$ cat src/design/burst_reassembly_tracker_macros.svh
// Assertion helpers shared by the tracker
`ifndef BURST_REASSEMBLY_TRACKER_MACROS_SVH
`define BURST_REASSEMBLY_TRACKER_MACROS_SVH

// Same-cycle implication, disabled in reset
`define BRT_ASSERT_NOW(label, clk, rst, ante, cons, msg) \
   label: assert property (@(posedge clk) disable iff (rst) (ante) |-> (cons)) \
      else $error(msg);

// Next-cycle implication, disabled in reset
`define BRT_ASSERT_NEXT(label, clk, rst, ante, cons, msg) \
   label: assert property (@(posedge clk) disable iff (rst) (ante) |=> (cons)) \
      else $error(msg);

`endif

$ cat src/design/brt_pkg.sv
package brt_pkg;

   // Input commands
   typedef logic [2:0] cmd_type;
   localparam cmd_type CMD_FIRST   = 3'd0;
   localparam cmd_type CMD_DATA    = 3'd1;
   localparam cmd_type CMD_END     = 3'd2;
   localparam cmd_type CMD_VERDICT = 3'd3;
   localparam cmd_type CMD_QUIET   = 3'd4;

   // Result kinds
   typedef logic [2:0] kind_type;
   localparam kind_type KIND_ASSEMBLE = 3'd0;
   localparam kind_type KIND_FIRST    = 3'd1;
   localparam kind_type KIND_MISSING  = 3'd2;
   localparam kind_type KIND_RESEND   = 3'd3;
   localparam kind_type KIND_ACK      = 3'd4;

   // One result before the identity fields are attached
   typedef struct packed {
      kind_type    kind;
      logic [4:0]  pkt;
      logic [31:0] mask;
      logic        complete;
   } result_type;

endpackage

$ cat src/design/burst_reassembly_tracker.sv
// Burst reassembly tracker.
// req_* carries parsed link items: burst headers, end markers, packet
// verdicts and quiet ticks (command in req_tuser). rsp_* carries zero or more
// results per item: assemble orders, first-burst and missing-burst requests,
// resends and acknowledgements; rsp_tlast marks the last result of an item.
// Per-packet burst bitmaps and counts live in one memory with a registered
// read; every per-packet step is a read, then a modify and write.
// Items are handled one at a time. Dropped burst headers skip the memory.
// A completed end marker for a packet above zero starts a cascade scan of
// the lower packets; quiet ticks scan the open packets, or do nothing when
// there is nothing to do. Done packets are passed over in a scan without
// a modify step. The single memory read port sets the order of these steps.
// Results pass through a one-deep holding register and an output register.
// A stalled receiver holds rsp_tdata; the block stalls only when both the
// holding and output registers are full, and it takes the next item while
// the final result still waits on rsp_tready.
// Synchronous reset clears all tracking state; the memory uses valid bits,
// so no clearing pass is needed.
`include "burst_reassembly_tracker_macros.svh"
module burst_reassembly_tracker import brt_pkg::*; #(
   parameter int PACKETS = 32,
   parameter int BURSTS  = 32
) (
   input  logic        clock,
   input  logic        reset,
   input  logic        req_tvalid,
   output logic        req_tready,
   // crc_ok, sender_serial, profile_number, packet_index, burst_index,
   // burst_total, verdict_ok, total_packets
   input  logic [55:0] req_tdata,
   input  logic [2:0]  req_tuser,  // command
   output logic        rsp_tvalid,
   input  logic        rsp_tready,
   // out_packet, missing_mask, out_serial, out_profile, profile_complete
   output logic [71:0] rsp_tdata,
   output logic [2:0]  rsp_tuser,  // kind
   output logic        rsp_tlast   // last
);

   localparam int AW = $clog2(PACKETS);
   localparam int QW = AW + 1;
   localparam int BW = $clog2(BURSTS);
   localparam int CW = $clog2(BURSTS);
   localparam int EW = BURSTS + 2 * CW;
   localparam int MW = (BURSTS < 32) ? BURSTS : 32;

   typedef enum logic [2:0] {
      S_IDLE, S_RD, S_MOD, S_ONE, S_SCAN, S_SCAN_MOD, S_FIN
   } state_type;

   // Input field split
   logic        in_crc, in_vok;
   logic [13:0] in_ser;
   logic [15:0] in_prof;
   logic [4:0]  in_pkt, in_bst, in_tot, in_tpk;
   cmd_type     in_cmd;
   assign in_crc  = req_tdata[0];
   assign in_ser  = req_tdata[14:1];
   assign in_prof = req_tdata[30:15];
   assign in_pkt  = req_tdata[35:31];
   assign in_bst  = req_tdata[40:36];
   assign in_tot  = req_tdata[45:41];
   assign in_vok  = req_tdata[46];
   assign in_tpk  = req_tdata[51:47];
   assign in_cmd  = req_tuser;

   state_type    state_ff;
   cmd_type      cmd_ff;
   logic [AW-1:0] pkt_ff;
   logic [BW-1:0] bst_ff;
   logic [CW-1:0] tot_ff;
   logic [QW-1:0] q_ff;
   logic         settle_ff;
   kind_type     one_kind_ff;
   logic [4:0]   one_pkt_ff;
   logic [13:0]  lk_ser_ff;
   logic [15:0]  lk_prof_ff;
   logic [AW-1:0] pn_ff, pr_ff;
   logic [PACKETS-1:0] done_ff;
   result_type   pend_ff;
   logic         pend_v_ff;
   logic         rsp_v_ff;
   result_type   rsp_ff;
   logic         rsp_last_ff;
   logic [13:0]  rsp_ser_ff;
   logic [15:0]  rsp_prof_ff;

   // Memory port
   logic          wr_en;
   logic [AW-1:0] wr_addr, rd_addr;
   logic [EW-1:0] wr_data, rd_data;

   brt_entry_mem #(.DEPTH(PACKETS), .WIDTH(EW)) u_mem (
      .clock   (clock),
      .reset   (reset),
      .wr_en   (wr_en),
      .wr_addr (wr_addr),
      .wr_data (wr_data),
      .rd_addr (rd_addr),
      .rd_data (rd_data)
   );

   // Entry decode
   logic [BURSTS-1:0] e_seen;
   logic [CW-1:0]     e_need, e_recv;
   logic              e_complete;
   logic [31:0]       e_mask;
   assign {e_seen, e_need, e_recv} = rd_data;
   assign e_complete = (e_need != '0) && (e_need == e_recv);

   always_comb begin
      e_mask = '0;
      for (int i = 1; i < MW; i++) begin
         if ((i <= int'(e_need)) && !e_seen[i]) begin
            e_mask[i] = 1'b1;
         end
      end
   end

   // Accept-side checks
   logic accept, lk_zero, id_match, p_ok, link_ok, prof_done;
   assign accept    = req_tvalid && req_tready;
   assign lk_zero   = (lk_ser_ff == '0) && (lk_prof_ff == '0);
   assign id_match  = lk_zero || ((in_ser == lk_ser_ff) && (in_prof == lk_prof_ff));
   assign p_ok      = 32'(in_pkt) < PACKETS;
   assign link_ok   = in_crc && p_ok && id_match;
   assign prof_done = (pn_ff != '0) && (pr_ff >= pn_ff);
   assign req_tready = (state_ff == S_IDLE);

   logic slot_free, emit_ok;
   assign slot_free = !rsp_v_ff || rsp_tready;
   assign emit_ok   = !pend_v_ff || slot_free;

   logic [AW-1:0] q_idx;
   assign q_idx = q_ff[AW-1:0];
   assign rd_addr = (state_ff == S_SCAN || state_ff == S_SCAN_MOD) ? q_idx : pkt_ff;

   // Per-state result and write-back decision
   logic       do_emit;
   result_type new_res;
   logic       scan_end;
   always_comb begin
      do_emit = 1'b0;
      new_res = '{kind: KIND_ASSEMBLE, pkt: 5'(pkt_ff), mask: '0, complete: prof_done};
      wr_en   = 1'b0;
      wr_addr = pkt_ff;
      wr_data = rd_data;
      scan_end = settle_ff ? (q_ff > QW'(pn_ff)) : (q_ff >= QW'(pkt_ff));
      unique case (state_ff)
         S_MOD: begin
            unique case (cmd_ff)
               CMD_FIRST: begin
                  wr_en   = !e_seen[0];
                  wr_data = {e_seen | BURSTS'(1), tot_ff, e_recv};
               end
               CMD_DATA: begin
                  wr_en   = !e_seen[bst_ff];
                  wr_data = {e_seen | (BURSTS'(1) << bst_ff), e_need, e_recv + CW'(1)};
               end
               default: begin
                  do_emit = 1'b1;
                  if (e_complete) begin
                     wr_en   = 1'b1;
                     wr_data = '0;
                  end else if (e_need == '0) begin
                     new_res.kind = KIND_FIRST;
                  end else begin
                     new_res.kind = KIND_MISSING;
                     new_res.mask = e_mask;
                     do_emit      = (e_mask != '0);
                  end
               end
            endcase
         end
         S_ONE: begin
            do_emit      = 1'b1;
            new_res.kind = one_kind_ff;
            new_res.pkt  = one_pkt_ff;
         end
         S_SCAN_MOD: begin
            new_res.pkt = 5'(q_ff);
            wr_addr     = q_idx;
            wr_data     = '0;
            if (e_complete) begin
               do_emit = 1'b1;
               wr_en   = emit_ok;
            end else if (settle_ff && (e_need == '0)) begin
               do_emit      = 1'b1;
               new_res.kind = KIND_FIRST;
            end else if (settle_ff && (e_mask != '0)) begin
               do_emit      = 1'b1;
               new_res.kind = KIND_MISSING;
               new_res.mask = e_mask;
            end
         end
         default: ;
      endcase
   end

   // Output register loads from the holding register
   logic rsp_load;
   assign rsp_load = (do_emit && emit_ok && pend_v_ff)
                     || ((state_ff == S_FIN) && pend_v_ff && slot_free);

   // Sequencer, tracking registers and result registers
   always_ff @(posedge clock) begin
      if (reset) begin
         state_ff   <= S_IDLE;
         lk_ser_ff  <= '0;
         lk_prof_ff <= '0;
         pn_ff      <= '0;
         pr_ff      <= '0;
         done_ff    <= '0;
         pend_v_ff  <= 1'b0;
         rsp_v_ff   <= 1'b0;
      end else begin
         if (rsp_load) begin
            rsp_v_ff <= 1'b1;
         end else if (rsp_tready) begin
            rsp_v_ff <= 1'b0;
         end
         // Holding register: push older result out when a new one comes
         if (do_emit && emit_ok) begin
            if (pend_v_ff) begin
               rsp_ff      <= pend_ff;
               rsp_last_ff <= 1'b0;
               rsp_ser_ff  <= lk_ser_ff;
               rsp_prof_ff <= lk_prof_ff;
            end
            pend_ff   <= new_res;
            pend_v_ff <= 1'b1;
         end
         unique case (state_ff)
            S_IDLE: begin
               if (accept) begin
                  cmd_ff   <= in_cmd;
                  pkt_ff   <= AW'(in_pkt);
                  bst_ff   <= BW'(in_bst);
                  tot_ff   <= CW'(in_tot);
                  settle_ff <= 1'b1;
                  q_ff     <= QW'(1);
                  case (in_cmd)
                     CMD_FIRST, CMD_DATA, CMD_END: begin
                        if (in_crc && p_ok && lk_zero) begin
                           lk_ser_ff  <= in_ser;
                           lk_prof_ff <= in_prof;
                        end
                        if (link_ok && ((in_cmd == CMD_END)
                              || ((in_cmd == CMD_FIRST) && (32'(in_tot) < BURSTS))
                              || ((in_cmd == CMD_DATA) && (in_bst != '0)
                                  && (32'(in_bst) < BURSTS)))) begin
                           state_ff <= S_RD;
                        end
                     end
                     CMD_VERDICT: begin
                        if (p_ok) begin
                           one_pkt_ff <= in_pkt;
                           state_ff   <= S_ONE;
                           if (!in_vok) begin
                              one_kind_ff <= KIND_RESEND;
                           end else begin
                              one_kind_ff <= KIND_ACK;
                              done_ff[AW'(in_pkt)] <= 1'b1;
                              if (in_pkt == '0) begin
                                 pn_ff <= (32'(in_tpk) < PACKETS - 1) ? AW'(in_tpk)
                                                                      : AW'(PACKETS - 1);
                              end else if (!done_ff[AW'(in_pkt)]) begin
                                 pr_ff <= pr_ff + AW'(1);
                              end
                           end
                        end
                     end
                     CMD_QUIET: begin
                        if ((pn_ff == '0) && (pr_ff != '0)) begin
                           one_kind_ff <= KIND_RESEND;
                           one_pkt_ff  <= '0;
                           state_ff    <= S_ONE;
                        end else if ((pn_ff != '0) && (pr_ff < pn_ff)) begin
                           state_ff <= S_SCAN;
                        end
                     end
                     default: ;
                  endcase
               end
            end
            S_RD: state_ff <= S_MOD;
            S_MOD: begin
               if (cmd_ff == CMD_FIRST || cmd_ff == CMD_DATA) begin
                  state_ff <= S_IDLE;
               end else if (e_complete && (pkt_ff != '0)) begin
                  settle_ff <= 1'b0;
                  q_ff      <= '0;
                  state_ff  <= S_SCAN;
               end else begin
                  state_ff <= S_FIN;
               end
            end
            S_ONE: begin
               if (emit_ok) begin
                  state_ff <= S_FIN;
               end
            end
            S_SCAN: begin
               if (scan_end) begin
                  state_ff <= S_FIN;
               end else if (done_ff[q_idx]) begin
                  q_ff <= q_ff + QW'(1);
               end else begin
                  state_ff <= S_SCAN_MOD;
               end
            end
            S_SCAN_MOD: begin
               if (!do_emit || emit_ok) begin
                  q_ff     <= q_ff + QW'(1);
                  state_ff <= S_SCAN;
               end
            end
            S_FIN: begin
               if (!pend_v_ff) begin
                  state_ff <= S_IDLE;
               end else if (slot_free) begin
                  rsp_ff      <= pend_ff;
                  rsp_last_ff <= 1'b1;
                  rsp_ser_ff  <= lk_ser_ff;
                  rsp_prof_ff <= lk_prof_ff;
                  pend_v_ff   <= 1'b0;
                  state_ff    <= S_IDLE;
               end
            end
            default: state_ff <= S_IDLE;
         endcase
      end
   end

   // Output packing
   assign rsp_tvalid = rsp_v_ff;
   assign rsp_tuser  = rsp_ff.kind;
   assign rsp_tlast  = rsp_last_ff;
   assign rsp_tdata  = {4'b0, rsp_ff.complete, rsp_prof_ff, rsp_ser_ff,
                        rsp_ff.mask, rsp_ff.pkt};

   // Checks
   `BRT_ASSERT_NOW(a_idle_no_pend, clock, reset, state_ff == S_IDLE, !pend_v_ff,
      "result held back while idle")
   `BRT_ASSERT_NEXT(a_pr_only_on_accept, clock, reset, !accept, $stable(pr_ff),
      "packet count moved without an accepted transfer")
   `BRT_ASSERT_NEXT(a_lock_only_on_accept, clock, reset, !accept,
      $stable(lk_ser_ff) && $stable(lk_prof_ff), "identity lock moved outside a transfer")

endmodule

$ cat src/design/brt_entry_mem.sv
module brt_entry_mem import brt_pkg::*; #(
   parameter int DEPTH = 32,
   parameter int WIDTH = 42
) (
   input  logic                     clock,
   input  logic                     reset,
   input  logic                     wr_en,
   input  logic [$clog2(DEPTH)-1:0] wr_addr,
   input  logic [WIDTH-1:0]         wr_data,
   input  logic [$clog2(DEPTH)-1:0] rd_addr,
   output logic [WIDTH-1:0]         rd_data
);

   logic [WIDTH-1:0] mem [DEPTH];
   logic [DEPTH-1:0] vld_ff;
   logic [WIDTH-1:0] raw_ff;
   logic             rvld_ff;

   // Valid bits: an entry never written reads as zero
   always_ff @(posedge clock) begin
      if (reset) begin
         vld_ff  <= '0;
         rvld_ff <= 1'b0;
      end else begin
         rvld_ff <= vld_ff[rd_addr];
         if (wr_en) begin
            vld_ff[wr_addr] <= 1'b1;
         end
      end
   end

   // Storage, one write and one registered read port
   always_ff @(posedge clock) begin
      if (wr_en) begin
         mem[wr_addr] <= wr_data;
      end
      raw_ff <= mem[rd_addr];
   end

   assign rd_data = rvld_ff ? raw_ff : '0;

endmodule
$ cat config.mk
export PLATFORM = sky130hd
export DESIGN_NAME = burst_reassembly_tracker
export DESIGN_NICKNAME = d
export VERILOG_FILES = /design/src/design/brt_pkg.sv /design/src/design/burst_reassembly_tracker.sv /design/src/design/brt_entry_mem.sv
export VERILOG_INCLUDE_DIRS = /design/src /design/src/design
export SDC_FILE = /design/constraint.sdc
export NUM_CORES = 2
export LEC_CHECK = 0
export BUFFER_PORTS_ARGS = -buffer_cell sky130_fd_sc_hd__clkbuf_2
export CELL_PAD_IN_SITES_DETAIL_PLACEMENT = 0
export CELL_PAD_IN_SITES_GLOBAL_PLACEMENT = 1
export CORE_ASPECT_RATIO = 0.5
export CORE_UTILIZATION = 49
export DETAILED_ROUTE_END_ITERATION = 16
export PLACE_DENSITY = 0.79
export SYNTH_ARGS = -nofsm -noshare
export SYNTH_HDL_FRONTEND = slang
export SYNTH_HIERARCHICAL = 1
export SYNTH_SLANG_ARGS = --single-unit
$ cat constraint.sdc
create_clock -name clock -period 5 [get_ports clock]
set_input_delay 1 -clock clock [delete_from_list [all_inputs] [get_ports clock]]
set_output_delay 1 -clock clock [all_outputs]
set_load 0.005 [all_outputs]
==> summary.md <==
| Metric | Value |
|---|---|
| Status | complete, no violations |
| Worst-skew pair later-pin latency | 0.78 ns |
| Synth Register Bits | 1640 |
| Final Hold Viols | 0 |
| Number of DRC markers in iteration 0 | 5198 |
| Tmin final | 4.71 ns |
| Via count | 36746 |
| DR vias/cell | 6.41 |
| Ranking of synthesized cells by area | edfxtp_1 (67%), mux4_2 (15%), dfxtp_1 (4.6%) |
| H-tree depth | 4 |
| Hold depth | 1 |
| Tot GR Track Use | 25.5% |
| Grt total ovfl | 0 |
| XOR/XNOR Fraction of Synth Area | 0.566% |
| Avg WL per Cell | 30.3 µm |
| Compound-Gate Fraction of Synth Area | 3.74% |
| Layout cells sized above 1 | 27.2% |
| Pin count of the biggest net entering global routing | 88 |
| Slew Limit Fails | 0 |
| Post-synthesis sequential area ratio | 71.7% |
| DP Area | 0.0703 mm² |
| Reg2Reg Setup Slack | 0.29 ns |
| Library cell with the largest summed area after synthesis | edfxtp_1 |
| Initial antenna violation count | 8 |
| Max clock buf depth | 3 |
| First-pass GRT wire length | 253 mm |
| Die area | 0.137 mm² |
| WL final | 174 mm |
| Min-Delay Path Class | primary input to register |
| Mux share of post-synthesis cell area | 16.3% |
| Post-synth ARST share | 0% |
| Leakage | 0.0242 µW |
| Fmax | 212 MHz |
| EDFF count, synth | 1488 |
| Post-Synth Adder-Cell Area | 0.357% |
| CORE AREA | 0.135 mm² |
| Max Fanout on Critical Path | 26 |
| Nets | 3899 |
| Post-synth top flop | edfxtp_1 |
| Hold_sp | req_tdata[44] |
| Synthesized instance count | 3615 |
| Final setup margin | 0.286 ns |
| Ports | 141 |
| Crit path kind | register to register |
| CTS buffer count | 145 |
| Critical Path Sink Type | register |
| Vias in the first global route | 36787 |
| # port buffers | 132 |
| Die height | 263 µm |
| Pre-CTS setup slack | 0.216 ns |
| Worst slew pin tran | 1.42 ns |
| Final Non-Filler Cells | 5737 |
| Slew Limit Headroom | 5.51% |
| Yosys cell types | 72 |
| Register area | 0.0477 mm² |
| Drt first pass iters | 5 |
| Routability cong. | 0.852 |
| Hpwl dp | 99.9 mm |
| Final period util | 94.3% |
| CTS tree | built |
| Final ANT Viol Nets | 0 |
| Root buf cell | clkbuf_16 |
| Setup crit start kind | register |
| # DRC | 0 |
| Max-Cap Viols | 0 |
| Yosys warning count | 6 |
| Critical R2R Capture | u_mem/mem[12][40] |
| Worst path arrival time | 5.16 ns |
| Required time worst endpoint | 5.44 ns |
| Final Setup Violations | 0 |
| Top-area cell type share of the netlist area | 67.1% |
| Clk pin slew, worst setup/hold paths | 0.07 ns |
| Most frequent cells in the layout | edfxtp_1 (1488), mux4_2 (454), nor2_1 (209) |
| Multi-input gate area | 0.0180 mm² |
| Setup Skew | 0.0385 ns |
| Commonest non-fill, non-tap cell in the layout | edfxtp_1 |
| Pwr Density | 478 mW/mm² |
| Setup Buffers After CTS | 0 |
| Avg Cell Area, Syn | 18.4 µm² |
| Cells after DPL | 5464 |
| Worst hold endpoint | tot_ff[3] |
| Post-Syn Area | 0.0666 mm² |
| Main combinational cell family by area after synthesis | multiplexers |
| Chip width | 523 µm |
| Total power | 35900 µW |
| CTS sink count | 1640 |
| Rows | 95 |
| Synthesis-to-finish area growth | 12.8% |
| Design Area, Final | 0.0751 mm² |
| Post-synthesis simple-gate area fraction | 5.47% |
| Cell depth of the worst flop-to-flop path | 10 |
| FILL cells | 9975 |
| Max IR drop VDD | 0.330 mV |
| RR Startpoint | u_mem/rvld_ff |
| Initial Util | 49.5% |
| RSZ-0062 raised after global routing | false |
==> area by class of cell <==
class / instances / area share (%)
tap: 1794 / 2.99
clock buffer: 197 / 5.41
multi-input combinational: 1703 / 23.9
inverter: 33 / 0.165
sequential: 1640 / 63.5
clock inverter: 71 / 0.940
timing repair buffer: 294 / 2.99
antenna: 5 / 0.0167
==> worst max-delay path by stage <==
stage / startpoint / endpoint / slack (ns) / depth (start not counted)
finish: u_mem/rvld_ff / u_mem/mem[12][40] / 0.29 / 10
global route: u_mem/rvld_ff / u_mem/mem[12][11] / 0.15 / 10
CTS: u_mem/rvld_ff / u_mem/mem[12][40] / 0.18 / 10
detailed placement: bst_ff[0] / u_mem/mem[12][40] / 0.22 / 8
global placement: u_mem/rvld_ff / u_mem/mem[12][40] / 0.27 / 10
floorplan: bst_ff[0] / u_mem/mem[28][0] / -0.40 / 10
==> critical path, stage by stage (launching register included) <==
cell,delay [ns]
dfxtp_1,0.48
and2_1,0.59
nor2_1,0.24
nand2_1,0.22
nand4_2,0.30
nand2b_1,0.36
o32a_1,0.22
o21ai_1,0.37
or3b_2,0.75
nor2_4,0.49
buf_12,0.32
==> where the power goes <==
part	internal [µW]	switching, µW
Clock	6320	4970
Sequential	16000	209
Combinational	3440	5010
==> synthesized netlist by cell type (37+ instances only) <==
library cell,instances
mux4_2,454
clkbuf_1,143
and3_1,79
o21ai_0,42
nor3_1,37
nand3_1,88
dfxtp_1,152
edfxtp_1,1488
nand2_1,66
a21oi_1,208
nor2_1,250
buf_2,50
and2_1,48
nand4_1,84
o211ai_1,73
mux2_2,45
==> per-layer routing <==
layer / share of wire, % / wire length (µm) / GRT usage, %
met1: 40 / 69800 / 37.1
met3: 11 / 19100 / 5.56
met4: 2.3 / 4020 / 6.76
met2: 46 / 80600 / 39.1
met5: 0.043 / 75 / 0
==> state kept, by name (all words and copies together) (netlist names), 2 cells and up <==
register      count
lk_prof_ff       16
one_kind_ff       2
pr_ff             5
u_mem/raw_ff     42
rsp_tdata        38
lk_ser_ff        14
one_pkt_ff        5
q_ff              6
u_mem/mem      1344
tot_ff            5
state_ff          3
cmd_ff            3
done_ff          32
rsp_prof_ff      16
pend_ff          40
rsp_tuser         3
rsp_ser_ff       14
pkt_ff            5
u_mem/vld_ff     32
pn_ff             5
bst_ff            5
==> kinds of logic after synthesis <==
group                      count (synthesis)
muxes                                    508
other                                      1
adders and majority gates                 19
xor gates and xnor gates                  43
buffers and inverters                    275
and+or+nand+nor                          722
AOI/OAI and AO/OA                        407
DFF                                     1640
==> per-stage QoR <==
step	TNS, ns	utilization, %	hold slack [ns]
floorplan	-169.89	-	0.423
global placement	0	52.3	0.443
detailed placement	0	52.3	0.447
CTS	0	55.8	0.399
global route	0	55.8	0.413
finish	0	55.8	0.435
==> what timing repair did <==
action,in CTS,in global routing
hold buffers,0,0
setup endpoints to repair,0,15
gates resized for setup,0,1
(Power assumes the default switching activity.)
